===== config.mk =====
export PLATFORM = sky130hd
export DESIGN_NAME = pjde_queue
export DESIGN_NICKNAME = d
export VERILOG_FILES = /design/src/rtl/pjde_pkg.sv /design/src/rtl/pjde_queue.sv
export SDC_FILE = /design/constraint.sdc
export NUM_CORES = 1
export LEC_CHECK = 0
export ABC_AREA = 1
export BUFFER_PORTS_ARGS = -buffer_cell sky130_fd_sc_hd__buf_2
export CAP_MARGIN = 10
export CORE_ASPECT_RATIO = 1.25
export CORE_MARGIN = 2
export CORE_UTILIZATION = 35
export DETAILED_ROUTE_END_ITERATION = 7
export RECOVER_POWER = 50
export SKIP_CTS_REPAIR_TIMING = 1
export SLEW_MARGIN = 20
export SYNTH_ARGS = -nofsm -noshare
export SYNTH_HDL_FRONTEND = slang
export SYNTH_SLANG_ARGS = --single-unit

===== constraint.sdc =====
create_clock -name clk_i -period 21 [get_ports clk_i]
set_input_delay 3.15 -clock clk_i [delete_from_list [all_inputs] [get_ports clk_i]]
set_output_delay 3.15 -clock clk_i [all_outputs]
set_load 0.005 [all_outputs]

===== src/rtl/pjde_pkg.sv =====
// Shared types, constants and saturation helpers for the pose joint distance error unit.
package pjde_pkg;

  localparam int unsigned SumW       = 48;
  localparam int unsigned DivNumW    = 64;
  localparam int unsigned DivDenW    = 33;
  localparam int unsigned QueueDepth = 2;

  localparam logic signed [31:0] S32Max = 32'sh7fff_ffff;
  localparam logic signed [31:0] S32Min = 32'sh8000_0000;

  // Reset values of the focal lengths and cube extents (1.0 in Q16.16).
  localparam logic signed [31:0] FocalReset = 32'sh0001_0000;
  localparam logic [30:0]        CubeReset  = 31'h0001_0000;

  typedef enum logic [2:0] {
    CFG_FOCAL_X     = 3'd0,
    CFG_FOCAL_Y     = 3'd1,
    CFG_PRINCIPAL_X = 3'd2,
    CFG_PRINCIPAL_Y = 3'd3,
    CFG_CUBE_X      = 3'd4,
    CFG_CUBE_Y      = 3'd5,
    CFG_CUBE_Z      = 3'd6,
    CFG_USE_WEIGHT  = 3'd7
  } cfg_idx_e;

  typedef enum logic [4:0] {
    ST_IDLE,
    ST_IMG_M1,
    ST_IMG_M2,
    ST_IMG_DS,
    ST_IMG_DW,
    ST_Z_M1,
    ST_Z_ADD,
    ST_CAM_M,
    ST_CAM_DS,
    ST_CAM_DW,
    ST_SIDE_END,
    ST_SQ0,
    ST_SQ1,
    ST_SQ2,
    ST_SQ3,
    ST_RT_S,
    ST_RT_W,
    ST_FINISH,
    ST_MEAN_DS,
    ST_MEAN_DW,
    ST_OUT
  } back_state_e;

  typedef struct packed {
    logic signed [31:0] focal_x;
    logic signed [31:0] focal_y;
    logic signed [31:0] principal_x;
    logic signed [31:0] principal_y;
    logic [30:0]        cube_x;
    logic [30:0]        cube_y;
    logic [30:0]        cube_z;
    logic               use_weight;
  } cfg_t;

  typedef struct packed {
    logic signed [31:0] pred_x;
    logic signed [31:0] pred_y;
    logic signed [31:0] pred_z;
    logic signed [31:0] label_x;
    logic signed [31:0] label_y;
    logic signed [31:0] label_z;
    logic signed [31:0] center_u;
    logic signed [31:0] center_v;
    logic [30:0]        center_depth;
    logic               counts;
    logic               last;
  } item_t;

  typedef struct packed {
    logic                       start;
    logic signed [DivNumW-1:0]  num;
    logic signed [DivDenW-1:0]  den;
  } div_req_t;

  typedef struct packed {
    logic               done;
    logic signed [31:0] quot;
  } div_rsp_t;

  typedef struct packed {
    logic        start;
    logic [63:0] rad;
  } sqrt_req_t;

  typedef struct packed {
    logic        done;
    logic [31:0] root;
  } sqrt_rsp_t;

  // Clamp a wide two's complement value to the signed 32-bit range.
  function automatic logic signed [31:0] sat32(input logic signed [65:0] v);
    logic signed [31:0] r;
    if (&v[65:31] || ~|v[65:31]) begin
      r = v[31:0];
    end else if (v[65]) begin
      r = S32Min;
    end else begin
      r = S32Max;
    end
    return r;
  endfunction

endpackage


===== src/rtl/pjde_queue.sv =====
// Short request queue between the front end and the back end.
module pjde_queue import pjde_pkg::*; (
  input  logic  clk_i,
  input  logic  rst_ni,
  input  logic  push_valid_i,
  output logic  push_ready_o,
  input  item_t push_item_i,
  output logic  pop_valid_o,
  input  logic  pop_ready_i,
  output item_t pop_item_o
);

  localparam int unsigned PtrW = $clog2(QueueDepth);

  item_t           entry_q [QueueDepth];
  logic [PtrW-1:0] wr_ptr_q, rd_ptr_q;
  logic [PtrW:0]   fill_q;
  logic            push, pop;

  assign push_ready_o = fill_q != (PtrW + 1)'(QueueDepth);
  assign pop_valid_o  = fill_q != '0;
  assign push         = push_valid_i && push_ready_o;
  assign pop          = pop_valid_o && pop_ready_i;
  assign pop_item_o   = entry_q[rd_ptr_q];

  always_ff @(posedge clk_i or negedge rst_ni) begin
    if (!rst_ni) begin
      wr_ptr_q <= '0;
      rd_ptr_q <= '0;
      fill_q   <= '0;
    end else begin
      if (push) begin
        wr_ptr_q <= wr_ptr_q + 1'b1;
      end
      if (pop) begin
        rd_ptr_q <= rd_ptr_q + 1'b1;
      end
      if (push && !pop) begin
        fill_q <= fill_q + 1'b1;
      end else if (pop && !push) begin
        fill_q <= fill_q - 1'b1;
      end
    end
  end

  always_ff @(posedge clk_i) begin
    if (push) begin
      entry_q[wr_ptr_q] <= push_item_i;
    end
  end

endmodule


# Word-level counts from Yosys, hierarchy flattened
# Memory sizes are Yosys's and may differ from the RTL's.
# Cells that the tools add are included.
# word_totals
out_inout_bits	291
ramBits	578
inputBits	293
memories	1
regBits	4
# op_classes
reduce_logical	8
addsub	4
n_mux	4
n_eq_ne	1
# memory_table
memory	depth	width	rd	rd_ports_with_merged_regs	wr	line	text
entry_q	2	289	1	0	1	pjde_queue.sv:15	item_t entry_q [QueueDepth];
# op_table
op	count
logical AND 1 bit	4
2-to-1 mux 2 bit	2
nonzero test 2 bit	2
adder 1 bit (second input constant)	2
adder 2 x 1 -> 2 bit (second input constant)	1
zero test 1 bit	2
2-to-1 mux 1 bit	2
!= test 2 bit (second input constant)	1
subtractor 2 x 1 -> 2 bit (second input constant)	1

# Depth between registers and ports, before layout
# depth
word_depth	6
mapped_depth	10

# Worst setup path before layout
# No wires, ideal clock.
# synth_path
kind	input-to-reg
from	input port push_valid_i
to	memory entry_q[0][0] in the netlist's numbering, enable pin
setup_ns	0.945
arrival_ns	15.224
slack_ns	4.831
path_stages	2
path_buffers	0
cell_sequence	nand2_1 nor2_1
# synth_between
elab_chain_len	3
# synth_rtl
element	line	text
from (decl)	pjde_queue.sv:5	input logic push_valid_i,
logical AND 1 bit	pjde_queue.sv:22	assign push = push_valid_i && push_ready_o;
2-to-1 mux 1 bit	pjde_queue.sv:47	if (push) begin
2-to-1 mux 1 bit (implied by the code)	pjde_queue.sv:48	entry_q[wr_ptr_q] <= push_item_i;
to (decl)	pjde_queue.sv:15	
# No other way between the ends.

# Worst setup path after layout
# layout_path
from	input port push_valid_i
to	memory entry_q[1][158] in the netlist's numbering, enable pin
# Same word-level chain as after synthesis.

==> impl_metrics.tcl <==
set metrics [dict create \
    dp.cells 2833 \
    synth_adder_area_share_pct 0.0591 \
    syn2layout_area_growth_pct 25.1 \
    synth_top_family_by_area "simple AND/OR/NAND/NOR gates" \
    fillers 5462 \
    rows 100 \
    netlist_instances 1538 \
    synthMuxAreaShare_pct 0 \
    relSlewSlack_pct -550 \
    ir_drop_mv 0.0864 \
    max_freq_mhz 94.2 \
    startpoint_type "primary input" \
    hold_slack_ns 0.501 \
    cp_num_buf_inv 2 \
    synth_simple_gate_area_share_pct 15.7 \
    dpl_worst_slack_ns 14.40 \
    synth.distinct_cells 14 \
    cts-buffers-inserted 56 \
    wl_met3_microns 3980 \
    cts_tree "done" \
    die_x_microns 224 \
    multi_input_area_sq_um 3350 \
    synth_area_sq_um 21200 \
    design.die.area_sq_um 62500 \
    cellLeakagePower_uw 0.0110 \
    root_buffer "clkbuf_16" \
    grt_max_degree 168 \
    startpoint "push_valid_i" \
    synth_area_per_cell_sq_um 13.8 \
    grt_pass1_vias 13410 \
    portBuffers 583 \
    finClkSkew_ns 0.0168 \
    cp_top_family "buffers and inverters" \
    drt_iter0_markers 720 \
    synth_xor_area_share_pct 0.0827 \
    path_cells "buf_2, nand2_1, nor2_4, clkbuf_1" \
    h-tree-depth 2 \
    slowest_stage "clkbuf_1" \
    crit_fanout 167 \
    gpl.final_weighted_congestion 0.821 \
    drv_slew 259 \
    mostFrequentLayoutCells "877 x nand2_1, 578 x edfxtp_1, 449 x buf_2" \
    cp_data_required_time_ns 20.89 \
    period_needed_ns 10.61 \
    slowest_delay_ns 6.65 \
    min-delay-start "fill_q[0]$_DFFE_PN0P_" \
    p_per_area_nw_per_um2 141 \
    grt_pass1_wl_microns 75900 \
    final_common_cell "nand2_1" \
    utilization_pct 44.4 \
    fin_crit_sh_pct 50.5 \
    overflow 0 \
    grt_usage_pct 15.9 \
    synth_compound_area_share_pct 0 \
    coreArea_sq_um 59700 \
    initial_core_util_pct 35.5 \
    finalSetupViolations 0 \
    wl_per_cell_microns 17.6 \
    drt-vias-per-instance 4.50 \
    cap_viol_max_count 3 \
    yosysWarnings 0 \
    cts_buffer_depth 3 \
    die_h_microns 279 \
    synth_fp_nets 1832 \
    layoutNonFillerInstCount 2951 \
    ys_ff_latch 582 \
    layout.area.seq_sq_um 17500 \
    maxUsedRoutingLayer "met5" \
    clk_pin_slew_ns 0.06 \
    worstSetupEndpointType "flop" \
    r2r-start "fill_q[0]$_DFFE_PN0P_" \
    clk_latency_ns 0.59 \
    grt_setup_unrepaired "no" \
    first_pass_iters 4 \
    worstMarginPinSlew_ns 9.75 \
    dr_total_vias 13290 \
    hp-class "reg2reg" \
    violations "max-capacitance violations, max-slew violations" \
    ys_seq_area_share_pct 82.5 \
    hpwl_microns 33700 \
    worst_slack_ns 10.39 \
    hold_viol 0 \
    drive_above_1_share_pct 25.0 \
    cts.sinks 582 \
    crit_type "in2reg" \
    ios 584 \
    drc 0 \
    route.met2.wl_microns 26800 \
    met1_length_microns 18900 \
    nNetsFinal 2420 \
    cp.arrival_ns 10.50 \
    status "finished, violations left" \
    ant_nets 0 \
    antenna_found_initial 20 \
    wirelength_microns 51900 \
    setup_tns_ns 0 \
]
## sequential cells by signal, summed over array words and instances, names as in the netlist
name / flops
entry_q: 578
fill_q: 2
rd_ptr_q: 1
wr_ptr_q: 1
## cells by family after synthesis
group	after synthesis
and+or+nand+nor	882
DFF	582
buffers and inverters	71
xor gates and xnor gates	2
adders and majority gates	1
## power by group
group / leakage [uW] / switching, uW / internal [uW] / total (uW)
registers: 0.00542 / 73.4 / 1620 / 1700
clock network: 0.000886 / 417 / 565 / 982
logic: 0.00466 / 712 / 352 / 1060
## synth_stat cells
cell	instances	area, sq um
buf_4	13	97.6
dfrtp_1	4	100
inv_2	1	3.75
clkbuf_1	8	30.0
xor2_1	1	8.76
ha_1	1	12.5
xnor2_1	1	8.76
buf_2	43	215
edfxtp_1	578	17400
inv_1	6	22.5
nor2_1	2	7.51
nand4_1	1	6.26
nand3_1	2	10.0
nand2_1	877	3290
## through the flow
step	power [uW]	cell area [sq um]
floorplan	2370	21200
global placement	2770	24800
detailed placement	2790	24800
CTS	3780	26600
global route	3970	26500
finish	3740	26500
## per-layer routing
metal	track usage, %	vias up
met4	7.91	10
met5	0	-
met2	28.0	421
met3	4.94	117
met1	17.2	6342
li1	-	6400
## worst paths after layout
check,depth (start not counted),slack [ns],end
max,4,10.39,entry_q[1][158]$_DFFE_PP_
max in group asynchronous,1,18.32,rd_ptr_q$_DFFE_PN0P_
min in group asynchronous,1,2.42,wr_ptr_q$_DFFE_PN0P_
max reg2reg,5,12.41,entry_q[1][158]$_DFFE_PP_
min reg2reg,1,0.50,fill_q[0]$_DFFE_PN0P_
min,1,0.50,fill_q[0]$_DFFE_PN0P_
## area by class of cell
| cell class | count | share of cell area (%) |
|---|---|---|
| flip-flops and latches | 582 | 65.9 |
| repair buffers | 594 | 10.7 |
| inverters | 7 | 0.128 |
| clock inverters | 35 | 1.17 |
| well taps | 765 | 3.61 |
| clock buffers | 68 | 5.62 |
| multi-input cells | 885 | 12.7 |
| diodes | 15 | 0.142 |
No activity file was read; power rests on OpenSTA's default activity.
