<file path="src/rtl/pjde_pkg.sv">
// Shared types, constants and saturation helpers for the pose joint distance error unit.
package pjde_pkg;

  localparam int unsigned SumW       = 48;
  localparam int unsigned DivNumW    = 64;
  localparam int unsigned DivDenW    = 33;
  localparam int unsigned QueueDepth = 2;

  localparam logic signed [31:0] S32Max = 32'sh7fff_ffff;
  localparam logic signed [31:0] S32Min = 32'sh8000_0000;

  // Reset values of the focal lengths and cube extents (1.0 in Q16.16).
  localparam logic signed [31:0] FocalReset = 32'sh0001_0000;
  localparam logic [30:0]        CubeReset  = 31'h0001_0000;

  typedef enum logic [2:0] {
    CFG_FOCAL_X     = 3'd0,
    CFG_FOCAL_Y     = 3'd1,
    CFG_PRINCIPAL_X = 3'd2,
    CFG_PRINCIPAL_Y = 3'd3,
    CFG_CUBE_X      = 3'd4,
    CFG_CUBE_Y      = 3'd5,
    CFG_CUBE_Z      = 3'd6,
    CFG_USE_WEIGHT  = 3'd7
  } cfg_idx_e;

  typedef enum logic [4:0] {
    ST_IDLE,
    ST_IMG_M1,
    ST_IMG_M2,
    ST_IMG_DS,
    ST_IMG_DW,
    ST_Z_M1,
    ST_Z_ADD,
    ST_CAM_M,
    ST_CAM_DS,
    ST_CAM_DW,
    ST_SIDE_END,
    ST_SQ0,
    ST_SQ1,
    ST_SQ2,
    ST_SQ3,
    ST_RT_S,
    ST_RT_W,
    ST_FINISH,
    ST_MEAN_DS,
    ST_MEAN_DW,
    ST_OUT
  } back_state_e;

  typedef struct packed {
    logic signed [31:0] focal_x;
    logic signed [31:0] focal_y;
    logic signed [31:0] principal_x;
    logic signed [31:0] principal_y;
    logic [30:0]        cube_x;
    logic [30:0]        cube_y;
    logic [30:0]        cube_z;
    logic               use_weight;
  } cfg_t;

  typedef struct packed {
    logic signed [31:0] pred_x;
    logic signed [31:0] pred_y;
    logic signed [31:0] pred_z;
    logic signed [31:0] label_x;
    logic signed [31:0] label_y;
    logic signed [31:0] label_z;
    logic signed [31:0] center_u;
    logic signed [31:0] center_v;
    logic [30:0]        center_depth;
    logic               counts;
    logic               last;
  } item_t;

  typedef struct packed {
    logic                       start;
    logic signed [DivNumW-1:0]  num;
    logic signed [DivDenW-1:0]  den;
  } div_req_t;

  typedef struct packed {
    logic               done;
    logic signed [31:0] quot;
  } div_rsp_t;

  typedef struct packed {
    logic        start;
    logic [63:0] rad;
  } sqrt_req_t;

  typedef struct packed {
    logic        done;
    logic [31:0] root;
  } sqrt_rsp_t;

  // Clamp a wide two's complement value to the signed 32-bit range.
  function automatic logic signed [31:0] sat32(input logic signed [65:0] v);
    logic signed [31:0] r;
    if (&v[65:31] || ~|v[65:31]) begin
      r = v[31:0];
    end else if (v[65]) begin
      r = S32Min;
    end else begin
      r = S32Max;
    end
    return r;
  endfunction

endpackage

</file>
<file path="src/rtl/pjde_front.sv">
// Front end: takes joint requests and marks whether each joint counts towards the mean.
module pjde_front import pjde_pkg::*; #(
  parameter int unsigned FRAC_BITS = 16
) (
  input  logic signed [31:0] pred_x_i,
  input  logic signed [31:0] pred_y_i,
  input  logic signed [31:0] pred_z_i,
  input  logic signed [31:0] label_x_i,
  input  logic signed [31:0] label_y_i,
  input  logic signed [31:0] label_z_i,
  input  logic signed [31:0] center_u_i,
  input  logic signed [31:0] center_v_i,
  input  logic [30:0]        center_depth_i,
  input  logic signed [31:0] joint_weight_i,
  input  logic               last_joint_i,
  input  logic               use_weight_i,
  input  logic               in_valid_i,
  output logic               in_ready_o,
  output logic               push_valid_o,
  output item_t              push_item_o,
  input  logic               push_ready_i
);

  localparam logic [32:0] OneFix33 = 33'(1) << FRAC_BITS;
  localparam logic [42:0] OneFix43 = 43'(1) << FRAC_BITS;

  logic [32:0] diff, mag;
  logic [42:0] scaled;

  // A weight counts as one when |w - 1| * 1000 stays below one.
  assign diff   = 33'(joint_weight_i) - OneFix33;
  assign mag    = diff[32] ? (~diff + 33'd1) : diff;
  assign scaled = 43'(mag) * 43'd1000;

  assign push_valid_o = in_valid_i;
  assign in_ready_o   = push_ready_i;

  always_comb begin
    push_item_o              = '0;
    push_item_o.pred_x       = pred_x_i;
    push_item_o.pred_y       = pred_y_i;
    push_item_o.pred_z       = pred_z_i;
    push_item_o.label_x      = label_x_i;
    push_item_o.label_y      = label_y_i;
    push_item_o.label_z      = label_z_i;
    push_item_o.center_u     = center_u_i;
    push_item_o.center_v     = center_v_i;
    push_item_o.center_depth = center_depth_i;
    push_item_o.counts       = !use_weight_i || (scaled < OneFix43);
    push_item_o.last         = last_joint_i;
  end

endmodule

</file>
<file path="config.mk">
export PLATFORM = sky130hd
export DESIGN_NAME = pjde_front
export DESIGN_NICKNAME = d
export VERILOG_FILES = /design/src/rtl/pjde_pkg.sv /design/src/rtl/pjde_front.sv
export SDC_FILE = /design/constraint.sdc
export NUM_CORES = 1
export LEC_CHECK = 0
export ABC_AREA = 1
export BUFFER_PORTS_ARGS = -buffer_cell sky130_fd_sc_hd__buf_4
export CAP_MARGIN = 20
export CORE_AREA = 3 3 241 243
export DETAILED_ROUTE_END_ITERATION = 10
export DIE_AREA = 0 0 244 246
export SYNTH_ARGS = -nofsm -noshare
export SYNTH_HDL_FRONTEND = slang
export SYNTH_SLANG_ARGS = --single-unit
export TNS_END_PERCENT = 50
</file>
<file path="constraint.sdc">
create_clock -name vclk -period 11.05
set_clock_uncertainty 0.15 [all_clocks]
set_input_delay 1.105 -clock vclk [all_inputs]
set_output_delay 1.105 -clock vclk [all_outputs]
set_load 0.03 [all_outputs]
</file>
## After elaboration in Yosys (flattened, before gate mapping)

Index checks and enable logic that the tools add are counted.
Widths: inputs -> output; s select.

- Bits of input ports: 323
- Flip-flop bits (word level): 0

- Muxes and demuxes: 1
- Reduce and logical (&&, ||, !) cells: 2
- Add/sub/neg operators: 2
- Magnitude comparators: 1
- Bitwise gates (word level): 1
- Multiply operators: 1

Operator list:

| operator | number |
|---|---|
| $lt 43x17->1 const B | 1 |
| $mul 33x7->40 const B | 1 |
| $add 33x1->33 const B | 1 |
| $mux 33 | 1 |
| $not 33->33 | 1 |
| $sub 32x18->33 const B | 1 |
| $logic_not 1->1 | 1 |
| $logic_or 1x1->1 | 1 |

## Logic depth before layout (Yosys ltp)

- Depth after elaboration: 7
- Mapped depth: 40
- Depth with buffers taken out: 40

## Least setup slack after synthesis

Ideal clock, no wire load.

- Kind: input-to-output
- Start point: input port joint_weight_i[17]
- End point: output port push_item_o[1] (netlist bit)
- Arrival time: 6,839 ps
- Required time: 9,795 ps
- Stages on the path: 32
- Path slack: 2,956 ps
- Cells stage by stage: inv_1 > ha_1 > nand2_2 > nor2_1 > nand2_1 > nand2_1 > buf_4 > clkbuf_1 > clkbuf_1 > nand2_1 > xor2_1 > fa_1 > inv_1 > fa_1 > fa_1 > fa_1 > inv_1 > ha_1 > a21oi_1 > nor2_1 > nor2_1 > a21boi_0 > a21boi_0 > a21o_1 > nand3_1 > nor2_1 > nand2_1 > nor2_1 > nand2_1 > nor2_1 > nand2_1 > nand2_1

RTL lines:

| element | RTL line | RTL |
|---|---|---|
| start, declared | pjde_front.sv:14 | `input logic signed [31:0] joint_weight_i,` |
| end, declared | pjde_front.sv:20 | `output item_t push_item_o,` |

==> tab_implementation.tex <==
\begin{tabular}{lr}
\hline
Metric & Value \\
\hline
\multicolumn{2}{l}{\textbf{Routing}} \\
Per-cell via count in the routed design & 3.74 \\
Routed wire length & 24.8 mm \\
Post-DR wirelength/cell & 13.3 µm \\
First-pass iteration count of the detailed router & 5 \\
Total number of vias & 6,997 \\
Number of nets with antenna violations after routing & 0 \\
Initial DRC count & 440 \\
Detailed-route DRC error count & 0 \\
\multicolumn{2}{l}{\textbf{Synthesis}} \\
Warnings, synthesis & 0 \\
Sequential share of the synthesized area & 0\% \\
Gate count after technology mapping & 1,367 \\
Area fraction in compound gates after synthesis & 8.09\% \\
Share of synthesized cell area in and, or, nand and nor gates & 18.3\% \\
Parity-gate share of the synthesized area counting xor and xnor cells & 5.04\% \\
Fraction of the mapped netlist area in adder cells & 34.0\% \\
Synthesized cell area & 9460 µm² \\
Share of cell area taken by muxes after synthesis & 0\% \\
Post-synthesis cell type count & 40 \\
Combinational family with the most area after synthesis & buffers and inverters \\
Average cell area after synthesis & 6.92 µm² \\
\multicolumn{2}{l}{\textbf{Setup path}} \\
Slowest stage delay, CP & 550 ps \\
Number of cells on the critical path & 34 \\
Data arrival, critical path & 7840 ps \\
Start point of the critical path & joint\_weight\_i[0] \\
Endpoint kind of the worst setup timing path & output pin \\
Kind of cell adding the most delay to the critical path & simple AND/OR/NAND/NOR gates \\
Type of origin of the critical path & input port \\
Cell type with the highest occurrence count on the critical path & sky130\_fd\_sc\_hd\_\_nand2\_1 \\
CP bufs+invs & 7 \\
Maximum fanout encountered on the critical timing path & 5 \\
WS Path Type & in2out \\
Required time worst endpoint & 9800 ps \\
Highest-delay cell along the critical path & sky130\_fd\_sc\_hd\_\_fa\_1 \\
\multicolumn{2}{l}{\textbf{Floorplanning}} \\
Die area & 60,000 µm² \\
Floorplan die width & 244 µm \\
Starting density of the core & 16.8\% \\
Vert. Die Dim & 246 µm \\
Area of the core region & 56,200 µm² \\
Top Ports & 614 \\
FP Rows & 87 \\
\multicolumn{2}{l}{\textbf{Finish}} \\
Number of antenna diodes & 0 \\
Area grow syn2layout & -9.94\% \\
Clock buffer count & 0 \\
Sequential cells & 0 \\
Area of all sequential standard cells & 0 µm² \\
Leading cell type in the layout, fill and taps excluded & sky130\_fd\_sc\_hd\_\_inv\_1 \\
Commonest non-fill, non-tap cells in the layout & sky130\_fd\_sc\_hd\_\_inv\_1 (278), sky130\_fd\_sc\_hd\_\_nand2\_1 (220), sky130\_fd\_sc\_hd\_\_fa\_1 (110) \\
Fraction of final layout cells with drive strength greater than 1 & 6.10\% \\
Final \#Nets & 1,630 \\
\multicolumn{2}{l}{\textbf{STA}} \\
Actual slew at the worst max-slew pin & 817 ps \\
Final max-slew violation count & 0 \\
Aggregate negative setup slack & 0 ps \\
FMAX & 0.110 GHz \\
Post-layout min period & 9100 ps \\
Final-layout worst hold slack & 2060 ps \\
Hold Violations, Final & 0 \\
Max-Slew Margin vs Limit & 45.4\% \\
Count of endpoints failing setup in the final report & 0 \\
Unrepaired setup endpoints after global routing & no \\
Tcrit/Tclk final & 82.3\% \\
\multicolumn{2}{l}{\textbf{Worst hold path}} \\
HP Class & in2out \\
Hold path cells & 0 \\
Hold Crit Start & label\_z\_i[17] \\
\multicolumn{2}{l}{\textbf{Placed design}} \\
Post-DP HPWL & 22.4 mm \\
Port-buffer cells & 34 \\
Routability-driven placement congestion ratio & 0.878 \\
\multicolumn{2}{l}{\textbf{GRT}} \\
Number of antenna violations at the first check in global routing & 0 \\
Number of global-route vias before repair & 7,455 \\
Total global routing track utilization & 8.09\% \\
Pin count of the biggest net entering global routing & 32 \\
Overflow left after global routing & 0 \\
Wire length of the first global-routing pass & 39.5 mm \\
\multicolumn{2}{l}{\textbf{Status}} \\
Status & completed \\
\multicolumn{2}{l}{\textbf{CTS}} \\
\# resized after CTS & 0 \\
Setup fix buffers added after clock tree synthesis & 0 \\
Cts hold-fix bufs & 0 \\
\multicolumn{2}{l}{\textbf{Flow run}} \\
Number of violations of the max-capacitance limit & 0 \\
\hline
\end{tabular}
==> final cells by class <==
cell class                 instances  area [µm²]
multi-input combinational        793        6210
tap                              756         946
timing repair buffer              36         290
inverter                         285        1070
fill                            6555       47600
==> cell usage after synthesis, types with 8 or more instances <==
master | instances | area share, %
sky130_fd_sc_hd__nand3_1 | 43 | 2.3
sky130_fd_sc_hd__nand2_1 | 220 | 8.7
sky130_fd_sc_hd__nand4_1 | 14 | 0.93
sky130_fd_sc_hd__nor3_1 | 9 | 0.48
sky130_fd_sc_hd__fa_1 | 110 | 23
sky130_fd_sc_hd__a31oi_1 | 9 | 0.60
sky130_fd_sc_hd__o21ai_0 | 38 | 2.0
sky130_fd_sc_hd__inv_1 | 278 | 11
sky130_fd_sc_hd__a21boi_0 | 8 | 0.63
sky130_fd_sc_hd__xor2_1 | 43 | 4.0
sky130_fd_sc_hd__ha_1 | 81 | 11
sky130_fd_sc_hd__a21oi_1 | 48 | 2.5
sky130_fd_sc_hd__nor2_1 | 102 | 4.0
sky130_fd_sc_hd__buf_4 | 291 | 23
==> layer usage <==
layer	GRT usage, %	up-vias	part of all wire [%]
met5	2.29	-	0.41
met4	2.24	4	2.8
met3	4.27	88	14
met2	11.5	394	39
met1	10.4	3161	44
li1	-	3350	-
==> through the flow <==
step / setup slack (ps) / cells / util, % / area, µm²
final: 1950 / 1870 / 15.2 / 8520
after global routing: 1180 / 1870 / 15.2 / 8520
after CTS: 1640 / 1869 / 15.1 / 8490
after detailed placement: 1660 / 1869 / 15.1 / 8490
after global placement: 1600 / 1869 / 15.1 / 8490
after floorplan: 2960 / 1371 / - / 9480
==> logic make-up after synthesis <==
kind of cell	after synthesis
buffers and inverters	578
and+or+nand+nor	414
adders and majority gates	191
AOI/OAI and AO/OA	131
xor gates and xnor gates	51
other	2
==> worst paths after layout <==
check          endpoint  slack (ps)
max      push_item_o[1]        1950
min    push_item_o[114]        2060
Power is not shown: default switching activity piles up to over one toggle a cycle in this logic, so the estimate is an artifact.
