==> config.mk <==
export PLATFORM = sky130hd
export DESIGN_NAME = pjde_sqrt
export DESIGN_NICKNAME = d
export VERILOG_FILES = /design/src/rtl/pjde_pkg.sv /design/src/rtl/pjde_sqrt.sv
export SDC_FILE = /design/constraint.sdc
export NUM_CORES = 1
export LEC_CHECK = 0
export ABC_AREA = 1
export BUFFER_PORTS_ARGS = -buffer_cell sky130_fd_sc_hd__buf_2
export CAP_MARGIN = 20
export CORE_UTILIZATION = 31
export DETAILED_ROUTE_END_ITERATION = 16
export GPL_TIMING_DRIVEN = 0
export SYNTH_ARGS = -nofsm -noshare
export SYNTH_HDL_FRONTEND = slang
export SYNTH_SLANG_ARGS = --single-unit
==> constraint.sdc <==
create_clock -name clk_i -period 6.3 [get_ports clk_i]
set_input_delay 0.63 -clock clk_i [delete_from_list [all_inputs] [get_ports clk_i]]
set_output_delay 0.63 -clock clk_i [all_outputs]
set_load 0.1 [all_outputs]
==> src/rtl/pjde_pkg.sv <==
// Shared types, constants and saturation helpers for the pose joint distance error unit.
package pjde_pkg;

  localparam int unsigned SumW       = 48;
  localparam int unsigned DivNumW    = 64;
  localparam int unsigned DivDenW    = 33;
  localparam int unsigned QueueDepth = 2;

  localparam logic signed [31:0] S32Max = 32'sh7fff_ffff;
  localparam logic signed [31:0] S32Min = 32'sh8000_0000;

  // Reset values of the focal lengths and cube extents (1.0 in Q16.16).
  localparam logic signed [31:0] FocalReset = 32'sh0001_0000;
  localparam logic [30:0]        CubeReset  = 31'h0001_0000;

  typedef enum logic [2:0] {
    CFG_FOCAL_X     = 3'd0,
    CFG_FOCAL_Y     = 3'd1,
    CFG_PRINCIPAL_X = 3'd2,
    CFG_PRINCIPAL_Y = 3'd3,
    CFG_CUBE_X      = 3'd4,
    CFG_CUBE_Y      = 3'd5,
    CFG_CUBE_Z      = 3'd6,
    CFG_USE_WEIGHT  = 3'd7
  } cfg_idx_e;

  typedef enum logic [4:0] {
    ST_IDLE,
    ST_IMG_M1,
    ST_IMG_M2,
    ST_IMG_DS,
    ST_IMG_DW,
    ST_Z_M1,
    ST_Z_ADD,
    ST_CAM_M,
    ST_CAM_DS,
    ST_CAM_DW,
    ST_SIDE_END,
    ST_SQ0,
    ST_SQ1,
    ST_SQ2,
    ST_SQ3,
    ST_RT_S,
    ST_RT_W,
    ST_FINISH,
    ST_MEAN_DS,
    ST_MEAN_DW,
    ST_OUT
  } back_state_e;

  typedef struct packed {
    logic signed [31:0] focal_x;
    logic signed [31:0] focal_y;
    logic signed [31:0] principal_x;
    logic signed [31:0] principal_y;
    logic [30:0]        cube_x;
    logic [30:0]        cube_y;
    logic [30:0]        cube_z;
    logic               use_weight;
  } cfg_t;

  typedef struct packed {
    logic signed [31:0] pred_x;
    logic signed [31:0] pred_y;
    logic signed [31:0] pred_z;
    logic signed [31:0] label_x;
    logic signed [31:0] label_y;
    logic signed [31:0] label_z;
    logic signed [31:0] center_u;
    logic signed [31:0] center_v;
    logic [30:0]        center_depth;
    logic               counts;
    logic               last;
  } item_t;

  typedef struct packed {
    logic                       start;
    logic signed [DivNumW-1:0]  num;
    logic signed [DivDenW-1:0]  den;
  } div_req_t;

  typedef struct packed {
    logic               done;
    logic signed [31:0] quot;
  } div_rsp_t;

  typedef struct packed {
    logic        start;
    logic [63:0] rad;
  } sqrt_req_t;

  typedef struct packed {
    logic        done;
    logic [31:0] root;
  } sqrt_rsp_t;

  // Clamp a wide two's complement value to the signed 32-bit range.
  function automatic logic signed [31:0] sat32(input logic signed [65:0] v);
    logic signed [31:0] r;
    if (&v[65:31] || ~|v[65:31]) begin
      r = v[31:0];
    end else if (v[65]) begin
      r = S32Min;
    end else begin
      r = S32Max;
    end
    return r;
  endfunction

endpackage

==> src/rtl/pjde_sqrt.sv <==
// Sequential integer square root, two radicand bits per cycle.
module pjde_sqrt import pjde_pkg::*; (
  input  logic      clk_i,
  input  logic      rst_ni,
  input  sqrt_req_t req_i,
  output sqrt_rsp_t rsp_o
);

  localparam int unsigned Steps = 32;
  localparam int unsigned CntW  = $clog2(Steps + 1);

  logic            busy_q, done_q;
  logic [CntW-1:0] cnt_q;
  logic [63:0]     rad_q;
  logic [33:0]     rem_q;
  logic [31:0]     root_q;

  logic [35:0] t, trial, rem_next;
  logic        take;
  logic [31:0] root_next;

  assign t         = {rem_q, rad_q[63:62]};
  assign trial     = 36'({root_q, 2'b01});
  assign take      = t >= trial;
  assign rem_next  = take ? (t - trial) : t;
  assign root_next = {root_q[30:0], take};

  always_ff @(posedge clk_i or negedge rst_ni) begin
    if (!rst_ni) begin
      busy_q <= 1'b0;
      done_q <= 1'b0;
      cnt_q  <= '0;
    end else begin
      done_q <= 1'b0;
      if (req_i.start) begin
        busy_q <= 1'b1;
        cnt_q  <= CntW'(Steps);
      end else if (busy_q) begin
        cnt_q <= cnt_q - 1'b1;
        if (cnt_q == CntW'(1)) begin
          busy_q <= 1'b0;
          done_q <= 1'b1;
        end
      end
    end
  end

  always_ff @(posedge clk_i) begin
    if (req_i.start) begin
      rad_q  <= req_i.rad;
      rem_q  <= '0;
      root_q <= '0;
    end else if (busy_q) begin
      rad_q  <= {rad_q[61:0], 2'b00};
      rem_q  <= rem_next[33:0];
      root_q <= root_next;
    end
  end

  assign rsp_o.done = done_q;
  assign rsp_o.root = root_q;

endmodule

# Yosys cells after proc, flatten, opt, wreduce, memory -nomap -nowiden

Cells that the tools add are included.

$add $sub $neg: 2
$mul: 0
Div/mod/pow operators: 0
Magnitude comparators: 1
Equality and inequality tests: 1
Shifts and indexed selects: 0
Multiplexer cells: 11
Bitwise gates (word level): 0
Reduce and logical (&&, ||, !) cells: 1

Operators by type and width:

| cell                                                | number |
|---|---|
| 2-to-1 mux 64 bit                                   | 2 |
| greater-or-equal comparator 36 x 34 -> 1 bit        | 1 |
| 2-to-1 mux 34 bit                                   | 1 |
| subtractor 34 bit                                   | 1 |
| 2-to-1 mux 6 bit                                    | 2 |
| equality test 6 x 1 -> 1 bit, second input constant | 1 |
| 2-to-1 mux 1 bit                                    | 6 |
| subtractor 6 x 1 -> 6 bit, second input constant    | 1 |
| nonzero test 2 bit                                  | 1 |

Register bits after elaboration: 138
Bits in latches: 0
Bits in writable memories: 0
Memory bits (read-only): 0
Bits of input ports: 67
Output and inout port bits: 33
Word-level logic and storage cells: 22
Memories: 0

# Logic depth before layout (Yosys ltp)

Depth after elaboration: 4
Mapped depth: 17
Mapped depth without buffers: 17

# Least setup slack after synthesis

Ideal clock, no wire load.

Kind: in2reg
Start: input port req_i[64] in the netlist's numbering
End: register rad_q[0] (enable)
Setup time: 454 ps
Arrival time: 3035 ps
Required time: 5846 ps
Path slack: 2811 ps
Stages on the path: 4
Path buffers: 2
Cells stage by stage: clkbuf_1 -> nor2_1 -> clkinv_1 -> clkbuf_1

Longest elaborated chain between the ends: 1

RTL lines:

| element                      | RTL line        | text |
|---|---|---|
| start: declaration           | pjde_sqrt.sv:5  | `input sqrt_req_t req_i,` |
| nonzero test 2 bit (no line) | --              |  |
| end signal: assignment       | pjde_sqrt.sv:50 | `rad_q <= req_i.rad;` |
| end signal: assignment       | pjde_sqrt.sv:54 | `rad_q <= {rad_q[61:0], 2'b00};` |
| end: declaration             | pjde_sqrt.sv:14 | `logic [63:0] rad_q;` |

No other way between the ends.
A chain may end at the register's enable or synchronous reset.

# Worst setup path in the final report

Start: register root_q[8]
End: register rem_q[23]

Longest elaborated chain between the ends: 2
Elaborated cells on any way between the ends: 3
Classes of those cells: 1 x add/sub; 1 x order compare; 1 x mux

RTL lines:

| element                                                                           | RTL line                         | text |
|---|---|---|
| start: declaration                                                                | pjde_sqrt.sv:16                  | `logic [31:0] root_q;` |
| start signal: assignment                                                          | pjde_sqrt.sv:56                  | `root_q <= root_next;` |
| subtractor 34 bit or greater-or-equal comparator 36 x 34 -> 1 bit (tied branches) | pjde_sqrt.sv:25, pjde_sqrt.sv:24 |  |
| 2-to-1 mux 34 bit *                                                               | pjde_sqrt.sv:25                  | `assign rem_next = take ? (t - trial) : t;` |
| end signal: assignment                                                            | pjde_sqrt.sv:55                  | `rem_q <= rem_next[33:0];` |
| end: declaration                                                                  | pjde_sqrt.sv:15                  | `logic [33:0] rem_q;` |

Every way passes the cells marked *; elsewhere a longest branch is shown, timed or not.

==> impl_metrics.env <==
export IMPL_crit_fanout=10
export IMPL_ys_seq_elements=138
export IMPL_layout_drive_gt1_share_pct=13.2
export IMPL_clkLatencyLatePin_ns=0.43
export IMPL_status="finished, final reports clean"
export IMPL_whs_ns=0.0385
export IMPL_clk_pin_slew_worst_paths_ns=0.06
export IMPL_finalHoldViolCount=0
export IMPL_cp_num_cells=14
export IMPL_numCtsBuffers=17
export IMPL_wl_mm=22.1
export IMPL_skew_ns=0.0112
export IMPL_grt_pass1_vias=6831
export IMPL_worstPathRequired_ns=6.62
export IMPL_initial_core_util_pct=31.5
export IMPL_row_count=58
export IMPL_synth_common_cells="nand2_1, inv_1, nor2_1, dfxtp_1, edfxtp_1"
export IMPL_crit_type="flip-flop to flip-flop"
export IMPL_yosysWarnings=0
export IMPL_p_per_area_mw_per_mm2=497
export IMPL_fin_crit_sh_pct=40.4
export IMPL_synth_top_area_share_pct=24.2
export IMPL_critPathTopFamily="simple AND/OR/NAND/NOR gates"
export IMPL_grt_pass1_wl_mm=35.6
export IMPL_cts_tree="done"
export IMPL_placedCellCount=1530
export IMPL_seq_area_frac_synth_pct=43.4
export IMPL_drv_cap=0
export IMPL_core_area_sq_mm=0.0252
export IMPL_dr_first_iter_drc_count=459
export IMPL_die_y_um=162
export IMPL_io_buffers=98
export IMPL_syn_to_final_growth_pct=19.0
export IMPL_synthCells=1101
export IMPL_ys_types=40
export IMPL_worst_pin_slew_ns=0.681
export IMPL_reg2reg_depth=14
export IMPL_dpl_cell_area_sq_mm=0.00887
export IMPL_synthTopCellsByArea="edfxtp_1, nand2_1, dfxtp_1"
export IMPL_dieArea_sq_mm=0.0263
export IMPL_post_cts_buffers=0
export IMPL_gp_congestion=0.916
export IMPL_cts_resized=0
export IMPL_worst_slack_ns=3.76
export IMPL_finalSetupViolations=0
export IMPL_n_fill_cell=2668
export IMPL_htreeDepth=4
export IMPL_die_width_um=162
export IMPL_ant_nets=0
export IMPL_path_buf_inv=2
export IMPL_max_stage_delay_ns=0.35
export IMPL_async_reset_ff_share_pct=5.80
export IMPL_finalSetupTns_ns=0
export IMPL_antenna_found_initial=0
export IMPL_via_count=7236
export IMPL_crit_top_cell="nand2_1"
export IMPL_grt_remaining_overflow=0
export IMPL_synth_edff_count=64
export IMPL_period_needed_ns=2.54
export IMPL_yosys_cell_count_top_type="nand2_1"
export IMPL_clockBufferDepth=2
export IMPL_avgSynthCellArea_sq_um=7.21
export IMPL_start_kind="flip-flop"
export IMPL_clockRootBuffer="clkbuf_16"
export IMPL_path_cells="inv_1, ha_1, nand2_1, nor2_2, nand4_1, nand3_2, nand2_1, nand2_2, nand2_4, nand2_4, buf_4, nand3_1, nand3_1, nand2_1"
export IMPL_vdd_drop_max_uv=159
export IMPL_drc=0
export IMPL_clock_fmax_mhz=393
export IMPL_pre_cts_ws_ns=3.66
export IMPL_power_leakage_nw=4.74
export IMPL_synth_nets=1204
export IMPL_yosys_area_top_type="edfxtp_1"
export IMPL_max_slew_margin_rel_pct=54.6
export IMPL_maxSlewViolCount=0
export IMPL_nets=1322
export IMPL_p_total_mw=4.70
export IMPL_synth_cell_area_sq_mm=0.00794
export IMPL_dpl_hpwl_mm=17.0
export IMPL_synth_ff_type="dfxtp_1"
export IMPL_cts_hold_buf=0
export IMPL_grt_usage_pct=17.4
export IMPL_vias_per_cell=4.63
export IMPL_worst_ep_arrival_time_ns=2.86
export IMPL_fin_area_sq_mm=0.00945
export IMPL_first_pass_iters=7
export IMPL_slowest_stage="ha_1"
export IMPL_cts_sinks=138
export IMPL_wl_per_cell_um=14.2
export IMPL_grt_setup_unrepaired="no"
export IMPL_grt_max_degree=39
export IMPL_hp_class="input pin to asynchronous set/reset pin"
export IMPL_end_kind="flip-flop"
export IMPL_pin_count=100
export IMPL_diodes=0
export IMPL_instances_no_fill=1562
export IMPL_post_route_util_pct=37.5
==> cells in the final DEF (no fill, tap or decap), types with 3 or more instances in the layout <==
| cell | instances |
|---|---|
| o211ai_1 | 12 |
| clkbuf_1 | 25 |
| o21bai_1 | 8 |
| or2_2 | 3 |
| clkbuf_16 | 17 |
| nor3_1 | 7 |
| or2_1 | 3 |
| edfxtp_1 | 64 |
| nand3_1 | 40 |
| nand4_1 | 7 |
| nand2_1 | 453 |
| o21ai_1 | 6 |
| nor2_2 | 7 |
| ha_1 | 36 |
| o21ai_0 | 33 |
| clkinv_1 | 4 |
| a21oi_1 | 35 |
| inv_1 | 127 |
| xnor2_1 | 16 |
| inv_6 | 6 |
| buf_2 | 100 |
| dfxtp_1 | 66 |
| o22ai_1 | 32 |
| dfrtp_1 | 8 |
| nand2_2 | 5 |
| nand2_4 | 3 |
| buf_4 | 4 |
| nor2_1 | 76 |
==> final timing paths <==
check | start | end | slack (ns)
setup / recovery | root_q[8] | rem_q[23] | 3.76
hold / removal | rst_ni | cnt_q[2] | 0.04
setup reg to reg | root_q[8] | rem_q[23] | 3.76
hold reg to reg | rem_q[33] | rem_q[33] | 0.46
max in group asynchronous | rst_ni | cnt_q[0] | 6.09
min in group clk_i | rem_q[33] | rem_q[33] | 0.46
==> registers in the layout, summed over array words and instances (netlist names) <==
signal,cells
root_q,32
cnt_q,6
done_q,1
busy_q,1
rad_q,64
rem_q,34
==> metal layers <==
metal	share of wire (%)	wire (um)	GRT usage (%)	up-vias
li1	-	-	-	3759
met1	49	10900	24.1	3327
met2	46	10100	27.5	136
met3	3.9	863	3.40	14
met4	0.85	187	4.76	0
met5	0	0	0	-
==> where the power goes <==
group / internal, mW / switching [mW] / leakage [nW]
combinational: 0.854 / 1.65 / 3.11
clock: 0.558 / 0.434 / 0.284
sequential: 1.10 / 0.0965 / 1.34
total: 2.51 / 2.18 / 4.74
==> cells by family (layout without fill, tap and decap cells) <==
logic type | count (synthesis) | in the layout | share of synthesized area, %
and+or+nand+nor | 612 | 612 | 31.2
AOI/OAI and AO/OA | 131 | 131 | 9.64
buffers and inverters | 166 | 297 | 8.16
xor gates and xnor gates | 18 | 18 | 1.99
adders and majority gates | 36 | 36 | 5.67
DFF | 138 | 138 | 43.4
==> final cells by class <==
cell class	instances	area [sq um]	area share [%]
multi-input cells	797	3850	40.7
flip-flops and latches	138	3440	36.4
repair buffers	99	510	5.40
inverters	132	495	5.24
clock buffers	17	425	4.50
well taps	330	413	4.37
plain buffers	34	156	1.66
clock inverters	15	155	1.64
No activity file was read; power rests on OpenSTA's default activity.
