### src/rtl/pjde_pkg.sv
// Shared types, constants and saturation helpers for the pose joint distance error unit.
package pjde_pkg;

  localparam int unsigned SumW       = 48;
  localparam int unsigned DivNumW    = 64;
  localparam int unsigned DivDenW    = 33;
  localparam int unsigned QueueDepth = 2;

  localparam logic signed [31:0] S32Max = 32'sh7fff_ffff;
  localparam logic signed [31:0] S32Min = 32'sh8000_0000;

  // Reset values of the focal lengths and cube extents (1.0 in Q16.16).
  localparam logic signed [31:0] FocalReset = 32'sh0001_0000;
  localparam logic [30:0]        CubeReset  = 31'h0001_0000;

  typedef enum logic [2:0] {
    CFG_FOCAL_X     = 3'd0,
    CFG_FOCAL_Y     = 3'd1,
    CFG_PRINCIPAL_X = 3'd2,
    CFG_PRINCIPAL_Y = 3'd3,
    CFG_CUBE_X      = 3'd4,
    CFG_CUBE_Y      = 3'd5,
    CFG_CUBE_Z      = 3'd6,
    CFG_USE_WEIGHT  = 3'd7
  } cfg_idx_e;

  typedef enum logic [4:0] {
    ST_IDLE,
    ST_IMG_M1,
    ST_IMG_M2,
    ST_IMG_DS,
    ST_IMG_DW,
    ST_Z_M1,
    ST_Z_ADD,
    ST_CAM_M,
    ST_CAM_DS,
    ST_CAM_DW,
    ST_SIDE_END,
    ST_SQ0,
    ST_SQ1,
    ST_SQ2,
    ST_SQ3,
    ST_RT_S,
    ST_RT_W,
    ST_FINISH,
    ST_MEAN_DS,
    ST_MEAN_DW,
    ST_OUT
  } back_state_e;

  typedef struct packed {
    logic signed [31:0] focal_x;
    logic signed [31:0] focal_y;
    logic signed [31:0] principal_x;
    logic signed [31:0] principal_y;
    logic [30:0]        cube_x;
    logic [30:0]        cube_y;
    logic [30:0]        cube_z;
    logic               use_weight;
  } cfg_t;

  typedef struct packed {
    logic signed [31:0] pred_x;
    logic signed [31:0] pred_y;
    logic signed [31:0] pred_z;
    logic signed [31:0] label_x;
    logic signed [31:0] label_y;
    logic signed [31:0] label_z;
    logic signed [31:0] center_u;
    logic signed [31:0] center_v;
    logic [30:0]        center_depth;
    logic               counts;
    logic               last;
  } item_t;

  typedef struct packed {
    logic                       start;
    logic signed [DivNumW-1:0]  num;
    logic signed [DivDenW-1:0]  den;
  } div_req_t;

  typedef struct packed {
    logic               done;
    logic signed [31:0] quot;
  } div_rsp_t;

  typedef struct packed {
    logic        start;
    logic [63:0] rad;
  } sqrt_req_t;

  typedef struct packed {
    logic        done;
    logic [31:0] root;
  } sqrt_rsp_t;

  // Clamp a wide two's complement value to the signed 32-bit range.
  function automatic logic signed [31:0] sat32(input logic signed [65:0] v);
    logic signed [31:0] r;
    if (&v[65:31] || ~|v[65:31]) begin
      r = v[31:0];
    end else if (v[65]) begin
      r = S32Min;
    end else begin
      r = S32Max;
    end
    return r;
  endfunction

endpackage

### src/rtl/pjde_back.sv
// Back end: sequences projection, distance, accumulation and the batch mean for one joint.
module pjde_back import pjde_pkg::*; #(
  parameter int unsigned FRAC_BITS  = 16,
  parameter int unsigned COUNT_BITS = 16
) (
  input  logic               clk_i,
  input  logic               rst_ni,
  input  cfg_t               cfg_i,
  input  logic               q_valid_i,
  output logic               q_ready_o,
  input  item_t              q_item_i,
  output div_req_t           div_req_o,
  input  div_rsp_t           div_rsp_i,
  output sqrt_req_t          sqrt_req_o,
  input  sqrt_rsp_t          sqrt_rsp_i,
  output logic               out_valid_o,
  input  logic               out_ready_i,
  output logic signed [31:0] proj_u_o,
  output logic signed [31:0] proj_v_o,
  output logic signed [31:0] proj_depth_o,
  output logic [30:0]        mean_error_o,
  output logic               error_ready_o,
  output logic               none_counted_o
);

  back_state_e state_q, state_d;
  logic        side_q, axis_q;
  logic [SumW-1:0]       sum_q;
  logic [COUNT_BITS-1:0] cnt_q;
  logic        out_valid_q;

  item_t              it_q;
  logic signed [65:0] p_q;
  logic signed [32:0] ma, mb;
  logic [63:0]        sq_q;
  logic signed [31:0] cur_u_q, cur_v_q, cur_d_q, cam_x_q, cam_y_q;
  logic signed [31:0] pu_q, pv_q, pd_q, pcx_q, pcy_q;
  logic [30:0]        mean_q;

  logic signed [31:0] n_sel, nz_sel, focal_sel, c_sel, pp_sel, img_sel;
  logic [30:0]        cube_sel;
  logic [31:0]        fabs_sel;
  logic signed [31:0] a_sat, usum, du, dx, dy, dd;
  logic [SumW:0]      sum_ext;
  logic               load;

  // Operand selection for the current side (predicted or label) and axis.
  assign n_sel     = side_q ? (axis_q ? it_q.label_y : it_q.label_x)
                            : (axis_q ? it_q.pred_y  : it_q.pred_x);
  assign nz_sel    = side_q ? it_q.label_z : it_q.pred_z;
  assign cube_sel  = axis_q ? cfg_i.cube_y : cfg_i.cube_x;
  assign focal_sel = axis_q ? cfg_i.focal_y : cfg_i.focal_x;
  assign fabs_sel  = focal_sel[31] ? (~focal_sel + 32'd1) : focal_sel;
  assign c_sel     = axis_q ? it_q.center_v : it_q.center_u;
  assign pp_sel    = axis_q ? cfg_i.principal_y : cfg_i.principal_x;
  assign img_sel   = axis_q ? cur_v_q : cur_u_q;

  assign a_sat = sat32(p_q >>> FRAC_BITS);
  assign usum  = sat32(66'(div_rsp_i.quot) + 66'(c_sel));
  assign du    = sat32(66'(img_sel) - 66'(pp_sel));
  assign dx    = sat32(66'(pcx_q) - 66'(cam_x_q));
  assign dy    = sat32(66'(pcy_q) - 66'(cam_y_q));
  assign dd    = sat32(66'(pd_q) - 66'(cur_d_q));

  assign sum_ext = {1'b0, sum_q} + (SumW + 1)'(sqrt_rsp_i.root);
  assign load    = (state_q == ST_OUT) && (!out_valid_q || out_ready_i);

  // Next state.
  always_comb begin
    state_d = state_q;
    case (state_q)
      ST_IDLE:     if (q_valid_i) state_d = ST_IMG_M1;
      ST_IMG_M1:   state_d = ST_IMG_M2;
      ST_IMG_M2:   state_d = ST_IMG_DS;
      ST_IMG_DS:   state_d = ST_IMG_DW;
      ST_IMG_DW:   if (div_rsp_i.done) state_d = axis_q ? ST_Z_M1 : ST_IMG_M1;
      ST_Z_M1:     state_d = ST_Z_ADD;
      ST_Z_ADD:    state_d = ST_CAM_M;
      ST_CAM_M:    state_d = ST_CAM_DS;
      ST_CAM_DS:   state_d = ST_CAM_DW;
      ST_CAM_DW:   if (div_rsp_i.done) state_d = axis_q ? ST_SIDE_END : ST_CAM_M;
      ST_SIDE_END: begin
        if (!side_q) begin
          state_d = ST_IMG_M1;
        end else begin
          state_d = it_q.counts ? ST_SQ0 : ST_FINISH;
        end
      end
      ST_SQ0:      state_d = ST_SQ1;
      ST_SQ1:      state_d = ST_SQ2;
      ST_SQ2:      state_d = ST_SQ3;
      ST_SQ3:      state_d = ST_RT_S;
      ST_RT_S:     state_d = ST_RT_W;
      ST_RT_W:     if (sqrt_rsp_i.done) state_d = ST_FINISH;
      ST_FINISH:   state_d = (it_q.last && cnt_q != '0) ? ST_MEAN_DS : ST_OUT;
      ST_MEAN_DS:  state_d = ST_MEAN_DW;
      ST_MEAN_DW:  if (div_rsp_i.done) state_d = ST_OUT;
      ST_OUT:      if (load) state_d = ST_IDLE;
      default:     state_d = ST_IDLE;
    endcase
  end

  // Unit requests and multiplier operands per state.
  always_comb begin
    q_ready_o  = 1'b0;
    ma         = '0;
    mb         = '0;
    div_req_o  = '0;
    sqrt_req_o = '0;
    case (state_q)
      ST_IDLE: q_ready_o = 1'b1;
      ST_IMG_M1: begin
        ma = 33'(n_sel);
        mb = 33'(cube_sel);
      end
      ST_IMG_M2: begin
        ma = 33'(a_sat);
        mb = 33'(fabs_sel);
      end
      ST_IMG_DS: begin
        div_req_o.start = 1'b1;
        div_req_o.num   = DivNumW'(a_sat) <<< FRAC_BITS;
        div_req_o.den   = DivDenW'(it_q.center_depth);
      end
      ST_Z_M1: begin
        ma = 33'(nz_sel);
        mb = 33'(cfg_i.cube_z);
      end
      ST_CAM_M: begin
        ma = 33'(du);
        mb = 33'(cur_d_q);
      end
      ST_CAM_DS: begin
        div_req_o.start = 1'b1;
        div_req_o.num   = p_q[63:0];
        div_req_o.den   = DivDenW'(focal_sel);
      end
      ST_SQ0: begin
        ma = 33'(dx);
        mb = 33'(dx);
      end
      ST_SQ1: begin
        ma = 33'(dy);
        mb = 33'(dy);
      end
      ST_SQ2: begin
        ma = 33'(dd);
        mb = 33'(dd);
      end
      ST_RT_S: begin
        sqrt_req_o.start = 1'b1;
        sqrt_req_o.rad   = sq_q;
      end
      ST_MEAN_DS: begin
        div_req_o.start = 1'b1;
        div_req_o.num   = DivNumW'(sum_q);
        div_req_o.den   = DivDenW'(cnt_q);
      end
      default: ;
    endcase
  end

  always_ff @(posedge clk_i or negedge rst_ni) begin
    if (!rst_ni) begin
      state_q     <= ST_IDLE;
      side_q      <= 1'b0;
      axis_q      <= 1'b0;
      sum_q       <= '0;
      cnt_q       <= '0;
      out_valid_q <= 1'b0;
    end else begin
      state_q <= state_d;
      case (state_q)
        ST_IDLE: begin
          side_q <= 1'b0;
          axis_q <= 1'b0;
        end
        ST_IMG_DW, ST_CAM_DW: if (div_rsp_i.done) axis_q <= ~axis_q;
        ST_SIDE_END: side_q <= 1'b1;
        ST_RT_W: begin
          if (sqrt_rsp_i.done) begin
            sum_q <= sum_ext[SumW] ? '1 : sum_ext[SumW-1:0];
            if (cnt_q != '1) begin
              cnt_q <= cnt_q + 1'b1;
            end
          end
        end
        ST_OUT: begin
          if (load && it_q.last) begin
            sum_q <= '0;
            cnt_q <= '0;
          end
        end
        default: ;
      endcase
      if (load) begin
        out_valid_q <= 1'b1;
      end else if (out_ready_i) begin
        out_valid_q <= 1'b0;
      end
    end
  end

  always_ff @(posedge clk_i) begin
    p_q <= ma * mb;
    case (state_q)
      ST_IDLE: if (q_valid_i) it_q <= q_item_i;
      ST_IMG_DW: begin
        if (div_rsp_i.done) begin
          if (axis_q) cur_v_q <= usum;
          else        cur_u_q <= usum;
        end
      end
      ST_Z_ADD: cur_d_q <= sat32(66'(a_sat) + 66'(it_q.center_depth));
      ST_CAM_DW: begin
        if (div_rsp_i.done) begin
          if (axis_q) cam_y_q <= div_rsp_i.quot;
          else        cam_x_q <= div_rsp_i.quot;
        end
      end
      ST_SIDE_END: begin
        if (!side_q) begin
          pu_q  <= cur_u_q;
          pv_q  <= cur_v_q;
          pd_q  <= cur_d_q;
          pcx_q <= cam_x_q;
          pcy_q <= cam_y_q;
        end
      end
      ST_SQ0:    sq_q <= '0;
      ST_SQ1, ST_SQ2, ST_SQ3: sq_q <= sq_q + p_q[63:0];
      ST_FINISH: mean_q <= '0;
      ST_MEAN_DW: if (div_rsp_i.done) mean_q <= div_rsp_i.quot[30:0];
      ST_OUT: begin
        if (load) begin
          proj_u_o       <= pu_q;
          proj_v_o       <= pv_q;
          proj_depth_o   <= pd_q;
          mean_error_o   <= mean_q;
          error_ready_o  <= it_q.last;
          none_counted_o <= it_q.last && (cnt_q == '0);
        end
      end
      default: ;
    endcase
  end

  assign out_valid_o = out_valid_q;

endmodule

### config.mk
export PLATFORM = sky130hd
export DESIGN_NAME = pjde_back
export DESIGN_NICKNAME = d
export VERILOG_FILES = /design/src/rtl/pjde_pkg.sv /design/src/rtl/pjde_back.sv
export SDC_FILE = /design/constraint.sdc
export NUM_CORES = 2
export LEC_CHECK = 0
export BUFFER_PORTS_ARGS = -buffer_cell sky130_fd_sc_hd__clkbuf_2
export CORE_ASPECT_RATIO = 0.9
export CORE_MARGIN = 5
export CORE_UTILIZATION = 41
export CTS_CLUSTER_SIZE = 14
export DETAILED_ROUTE_END_ITERATION = 10
export SYNTH_ARGS = -nofsm -noshare
export SYNTH_HDL_FRONTEND = slang
export SYNTH_SLANG_ARGS = --single-unit
### constraint.sdc
create_clock -name clk_i -period 27.2 [get_ports clk_i]
set_input_delay 8.16 -clock clk_i [delete_from_list [all_inputs] [get_ports clk_i]]
set_output_delay 8.16 -clock clk_i [all_outputs]
set_load 0.1 [all_outputs]
Yosys cells after proc, flatten, opt, wreduce, memory -nomap -nowiden
Index checks and enable logic that the tools add are counted. W data, S select, Z words.

Register bits: 971. Bits of input ports: 581. Output and inout bits: 294. Word-level logic and storage cells: 194.

$add $sub $neg: 10. Multiply operators: 1. Equality and inequality tests: 30. Multiplexer cells: 57. Bitwise logic cells: 3. Reductions and logical operators: 57.

Operator list (count): $mux W32 (23); $pmux W33 S7 (2); $pmux W98 S3 (1); $reduce_and A35 Y1 (6); $reduce_or A35 Y1 (6); $mux W48 (3); $sub A32 B32 Y33 (4); $pmux W64 S2 (1); $pmux W5 S21 (1); $pmux W48 S2 (1); $add A32 B32 Y33 (2); $mul A33 B33 Y66 (1); $mux W65 (1); $add A64 B64 Y64 (1); $mux W31 (2); $pmux W31 S2 (1); $add A48 B32 Y49 (1); $mux W16 (3); $eq A5 B4 Y1 const B (8); $mux W5 (8); $add A32 B1 Y32 const B (1); $not A32 Y32 (1); $pmux W16 S2 (1); $eq A5 B5 Y1 const B (5); 27 further kinds (74).

Depth between registers and ports, before layout
Depth in word-level cells: 9. Gate-level depth with buffers: 59. Gate-level depth less buffers: 44.

Worst setup path after synthesis
OpenSTA, ideal clock, no wires.

Kind: input -> register. Start point: input port q_valid_i. End point: register it_q[0] (netlist name) (enable). Setup time: 1294 ps. Data arrival time: 27523 ps. Required time: 25906 ps. Path slack: -1617 ps. Stages: 2. Path buffers: 0. Path through: inv_1 > nor3_1.

Longest elaborated chain between the ends: 1.

RTL lines: from (decl) (line pjde_back.sv:9) `input logic q_valid_i,`; $reduce_and A2 Y1 (no source line); to (signal assigned) (line pjde_back.sv:207) `ST_IDLE: if (q_valid_i) it_q <= q_item_i;`; to (decl) (line pjde_back.sv:32) `item_t it_q;`.

Every way passes these cells. A chain may end at the register's enable or synchronous reset.

Worst setup path in the final report
Start point: input port cfg_i[94] (netlist name). End point: register p_q[65].

Longest elaborated chain between the ends: 8. Elaborated cells on any way between the ends: 10. Classes of those cells: 1 x add/sub; 1 x mul; 4 x mux; 4 x reduce/logical.

RTL lines: from (decl) (line pjde_back.sv:8) `input cfg_t cfg_i,`; $mux W32 * (line pjde_back.sv:55) `assign pp_sel = axis_q ? cfg_i.principal_y : cfg_i.principal_x;`; $sub A32 B32 Y33 * (line pjde_back.sv:60) `assign du = sat32(66'(img_sel) - 66'(pp_sel));`; $reduce_or A35 Y1 (line pjde_pkg.sv:100) `if (&v[65:31] || ~|v[65:31]) begin`; $logic_not A1 Y1 (line pjde_pkg.sv:100); $logic_or A1 B1 Y1 (line pjde_pkg.sv:100); $mux W32 * (line pjde_pkg.sv:100); $pmux W33 S7 * (line pjde_back.sv:110) `case (state_q)`; $mul A33 B33 Y66 * (line pjde_back.sv:205) `p_q <= ma * mb;`; to (signal assigned) (line pjde_back.sv:205); to (decl) (line pjde_back.sv:33) `logic signed [65:0] p_q;`.

Every way passes the cells marked *; elsewhere a longest branch is shown, timed or not.

==> results <==
- The number of detailed-route iterations in the first pass is 7.
- The number of buffers created by CTS is 105.
- The total negative slack for setup checks is 0 ns.
- The most frequent standard cell in the layout excluding fill and tap cells is sky130_fd_sc_hd__inv_1.
- The routed length per placed instance is about 28 um.
- The cell family contributing the most delay on the critical path is adder cells.
- The number of failing hold endpoints at the final stage is 0.
- The via total after detailed routing is roughly 74000.
- The effective utilization at floorplan is 41.2%.
- The number of nets in the synthesized netlist is roughly 11000.
- The total wire length after detailed routing is 364000 um.
- By startpoint and endpoint, the worst setup path is classified as input port to register.
- The largest net degree at the start of global routing is roughly 190.
- Summed over all layers, the global routing overflow is 0.
- CTS saw 971 sinks.
- The layout filler cell count is around 21000.
- The element type at the critical path end is a register.
- The number of antenna violations at the first check in global routing is 53.
- For this run, asynchronously set or reset flops after synthesis account for roughly 7.4%.
- The max-slew violation total from the final report is 0.
- The data required time of the worst path is about 28 ns.
- The number of global-route vias before repair is about 73000.
- The clock tree root driver cell is sky130_fd_sc_hd__clkbuf_16.
- In the routed layout, each cell is associated on average with a via count of 5.70.
- The number of hold buffers added after CTS was 0.
- Pin placement for this block handled between 800 and 900 I/O pins.
- The count of nets left with antenna violations after detail routing is 0.
- Derived from the worst setup path, the maximum achievable clock frequency is roughly 47 MHz.
- At the end of the flow, the number of nets in the layout was around 12000.
- The total global routing track utilization is 30.7%.
- In this run the tool buffered the top-level ports with around 870 buffer cells.
- The overall die width is between 500 and 600 um.
- Measured along the y axis, the die boundary spans ~460 um.
- TritonCTS built the clock tree.
- Row generation in the floorplan step produced between 150 and 200 rows.
- The time the final worst path needs with I/O delays and setup is around 21 ns.
- The gate count after technology mapping is about 9000.
- Once the clock tree was built, the resizer swapped 0 gates to a different size.
- The share of the yosys chip area belonging to registers is 30.7%.
- For the pin with the worst max-slew slack, the measured transition is between 1 and 1.5 ns.
- The cell type of the slowest stage on the worst timing path is sky130_fd_sc_hd__nand3b_1.
- Setup repair after global routing left no endpoint under its margin.
- STA classifies the critical path startpoint as an input port.
- No sink is reached through more buffers than the 3 on the longest clock path.
- Buffers added to address setup during post-CTS repair amount to 0.
- Of all nets on the critical path, the largest fanout is 20.
- For this run, the slowest stage of the critical path takes roughly 1 ns.
- The die covers about 230000 um^2.
- Counting flops with a built-in enable in the synthesized netlist gives approximately 830.
- The clock input transition at the sequential cells of the worst setup and hold paths is 0.06 ns.
- In this run, the number of DRC markers left after iteration 0 of detailed routing was 8519.
- Measured against its own limit, the worst slew margin works out to around 8.4%.
- The distinct cell type count after synthesis is 102.
- The run finished with clean final reports.
- The worst setup skew after layout is approximately 0.11 ns.
- The first global-routing pass estimated 520000 um of wire.
- The worst hold path belongs to the class register to register.
- The arrival time of data at the critical path endpoint is 21.93 ns.
- For this run, the leading register cell type out of synthesis is sky130_fd_sc_hd__edfxtp_1.
- In the layout the commonest cells are sky130_fd_sc_hd__inv_1 (1395), sky130_fd_sc_hd__fa_1 (1131), sky130_fd_sc_hd__nand2_1 (891).
- The number of max-capacitance violations reported is 0.
- The area of the placeable core is 222000 um^2.
- The share of layout cells above drive strength 1 is roughly 15%.
- After detailed routing, the number of remaining DRC violations is 0.
- The estimated wirelength of the detail-placed design is about 300000 um.
- Dividing the final minimum period by the clock period gives between 70% and 80%.
- The number of H-tree levels is 3.
- The later pin in the worst-skew pair is clocked with a latency of about 0.82 ns.
- The area added between synthesis and finish is 12.9%.
- Counting both buffers and inverters, the worst setup path holds a total of 7.
- The placer's final routability congestion estimate is about 1.
- The most common cell type on the critical path is sky130_fd_sc_hd__fa_1.
- The synthesized netlist occupies a cell area of ~90000 um^2.
- Setup violations remaining at the end of the flow were counted as 0.
- Yosys printed 0 warnings.
- The count of state elements after synthesis is roughly 970.
- The per-instance average area after synthesis is 10.1 um^2.
[kinds of logic (layout without fill, tap and decap cells)]
kind of cell	count (synthesis)	after routing	share of synthesized area (%)
buffers and inverters	1798	2643	7.51
muxes	236	236	3.14
AOI/OAI and AO/OA	1600	1600	11.5
DFF	971	971	30.7
adders and majority gates	1653	1653	31.8
xor gates and xnor gates	337	337	3.22
other	0	36	0
and+or+nand+nor	2448	2448	12.1
[state kept, by name (all words and copies together) (netlist names), 48 cells and up]
signal / count
it_q: 289
sq_q: 64
sum_q: 48
p_q: 66
[final timing paths]
kind	start	endpoint	slack (ns)	cells past startpoint
worst max register to register	axis_q	p_q[65]	10.98	42
min in group asynchronous	rst_ni	cnt_q[6]	7.53	1
worst max-delay path	cfg_i[94]	p_q[65]	5.98	43
max in group asynchronous	rst_ni	sum_q[4]	18.87	1
worst min-delay path	mean_q[7]	mean_error_o[7]	0.37	0
worst min register to register	mean_q[7]	mean_error_o[7]	0.37	0
[metrics by stage]
stage / cell area [um^2] / cells / utilization, % / setup slack, ns / hold WS [ns]
floorplan: 91600 / 9043 / - / 7.19 / 0.400
finish: 103000 / 12900 / 46.6 / 5.98 / 0.368
global placement: 99700 / 12700 / 44.9 / 5.72 / 0.401
CTS: 103000 / 12900 / 46.5 / 6.25 / 0.363
global route: 103000 / 12900 / 46.6 / 5.13 / 0.365
detailed placement: 99700 / 12700 / 44.9 / 5.48 / 0.405
[routing by layer]
| layer | GRT usage [%] | up-vias | routed length (um) |
|---|---|---|---|
| li1 | - | 31700 | - |
| met1 | 42.7 | 37200 | 151000 |
| met2 | 44.7 | 4009 | 154000 |
| met3 | 8.74 | 711 | 40300 |
| met4 | 13.7 | 20 | 19400 |
| met5 | 0 | - | 133 |
[synthesized netlist by cell type (all sizes together), types with 16 or more instances]
cell type | n | area, um^2
nand2b | 88 | 551
dfrtp | 72 | 1800
clkbuf | 310 | 1160
mux4 | 32 | 721
a22o | 16 | 140
xor2 | 120 | 1050
mux2i | 111 | 1110
and2 | 167 | 1050
nand3 | 123 | 616
nor3 | 89 | 465
a211oi | 56 | 448
and3 | 84 | 526
a21o | 224 | 1680
a21oi | 426 | 2150
edfxtp | 833 | 25000
dfxtp | 66 | 1320
nand4 | 58 | 363
a31oi | 50 | 343
o211ai | 39 | 293
o221ai | 18 | 158
o21ai | 372 | 1870
buf | 91 | 468
xnor2 | 217 | 1900
a222oi | 41 | 410
maj3 | 17 | 170
nor2 | 764 | 2870
fa | 1131 | 22600
mux2 | 93 | 1050
or2 | 24 | 150
o31ai | 25 | 193
o21a | 63 | 474
or3 | 36 | 225
a221oi | 25 | 219
nor4 | 26 | 178
a22oi | 42 | 315
o21bai | 45 | 338
inv | 1395 | 5240
ha | 505 | 6320
a211o | 20 | 184
nor2b | 41 | 257
nand2 | 894 | 3360
a2111oi | 19 | 229
[final cells by class]
type | instances | area (um^2) | area share [%]
clock inverters | 70 | 835 | 0.807
repair buffers | 1052 | 5730 | 5.54
multi-input cells | 6274 | 56900 | 55.0
diodes | 36 | 90.1 | 0.0871
flip-flops and latches | 971 | 28100 | 27.2
well taps | 2988 | 3740 | 3.62
inverters | 1397 | 5240 | 5.07
clock buffers | 124 | 2780 | 2.69
Power is left out: the tool's default activity adds up to more than one toggle a clock period on the data nets, which glitch-free logic cannot reach.
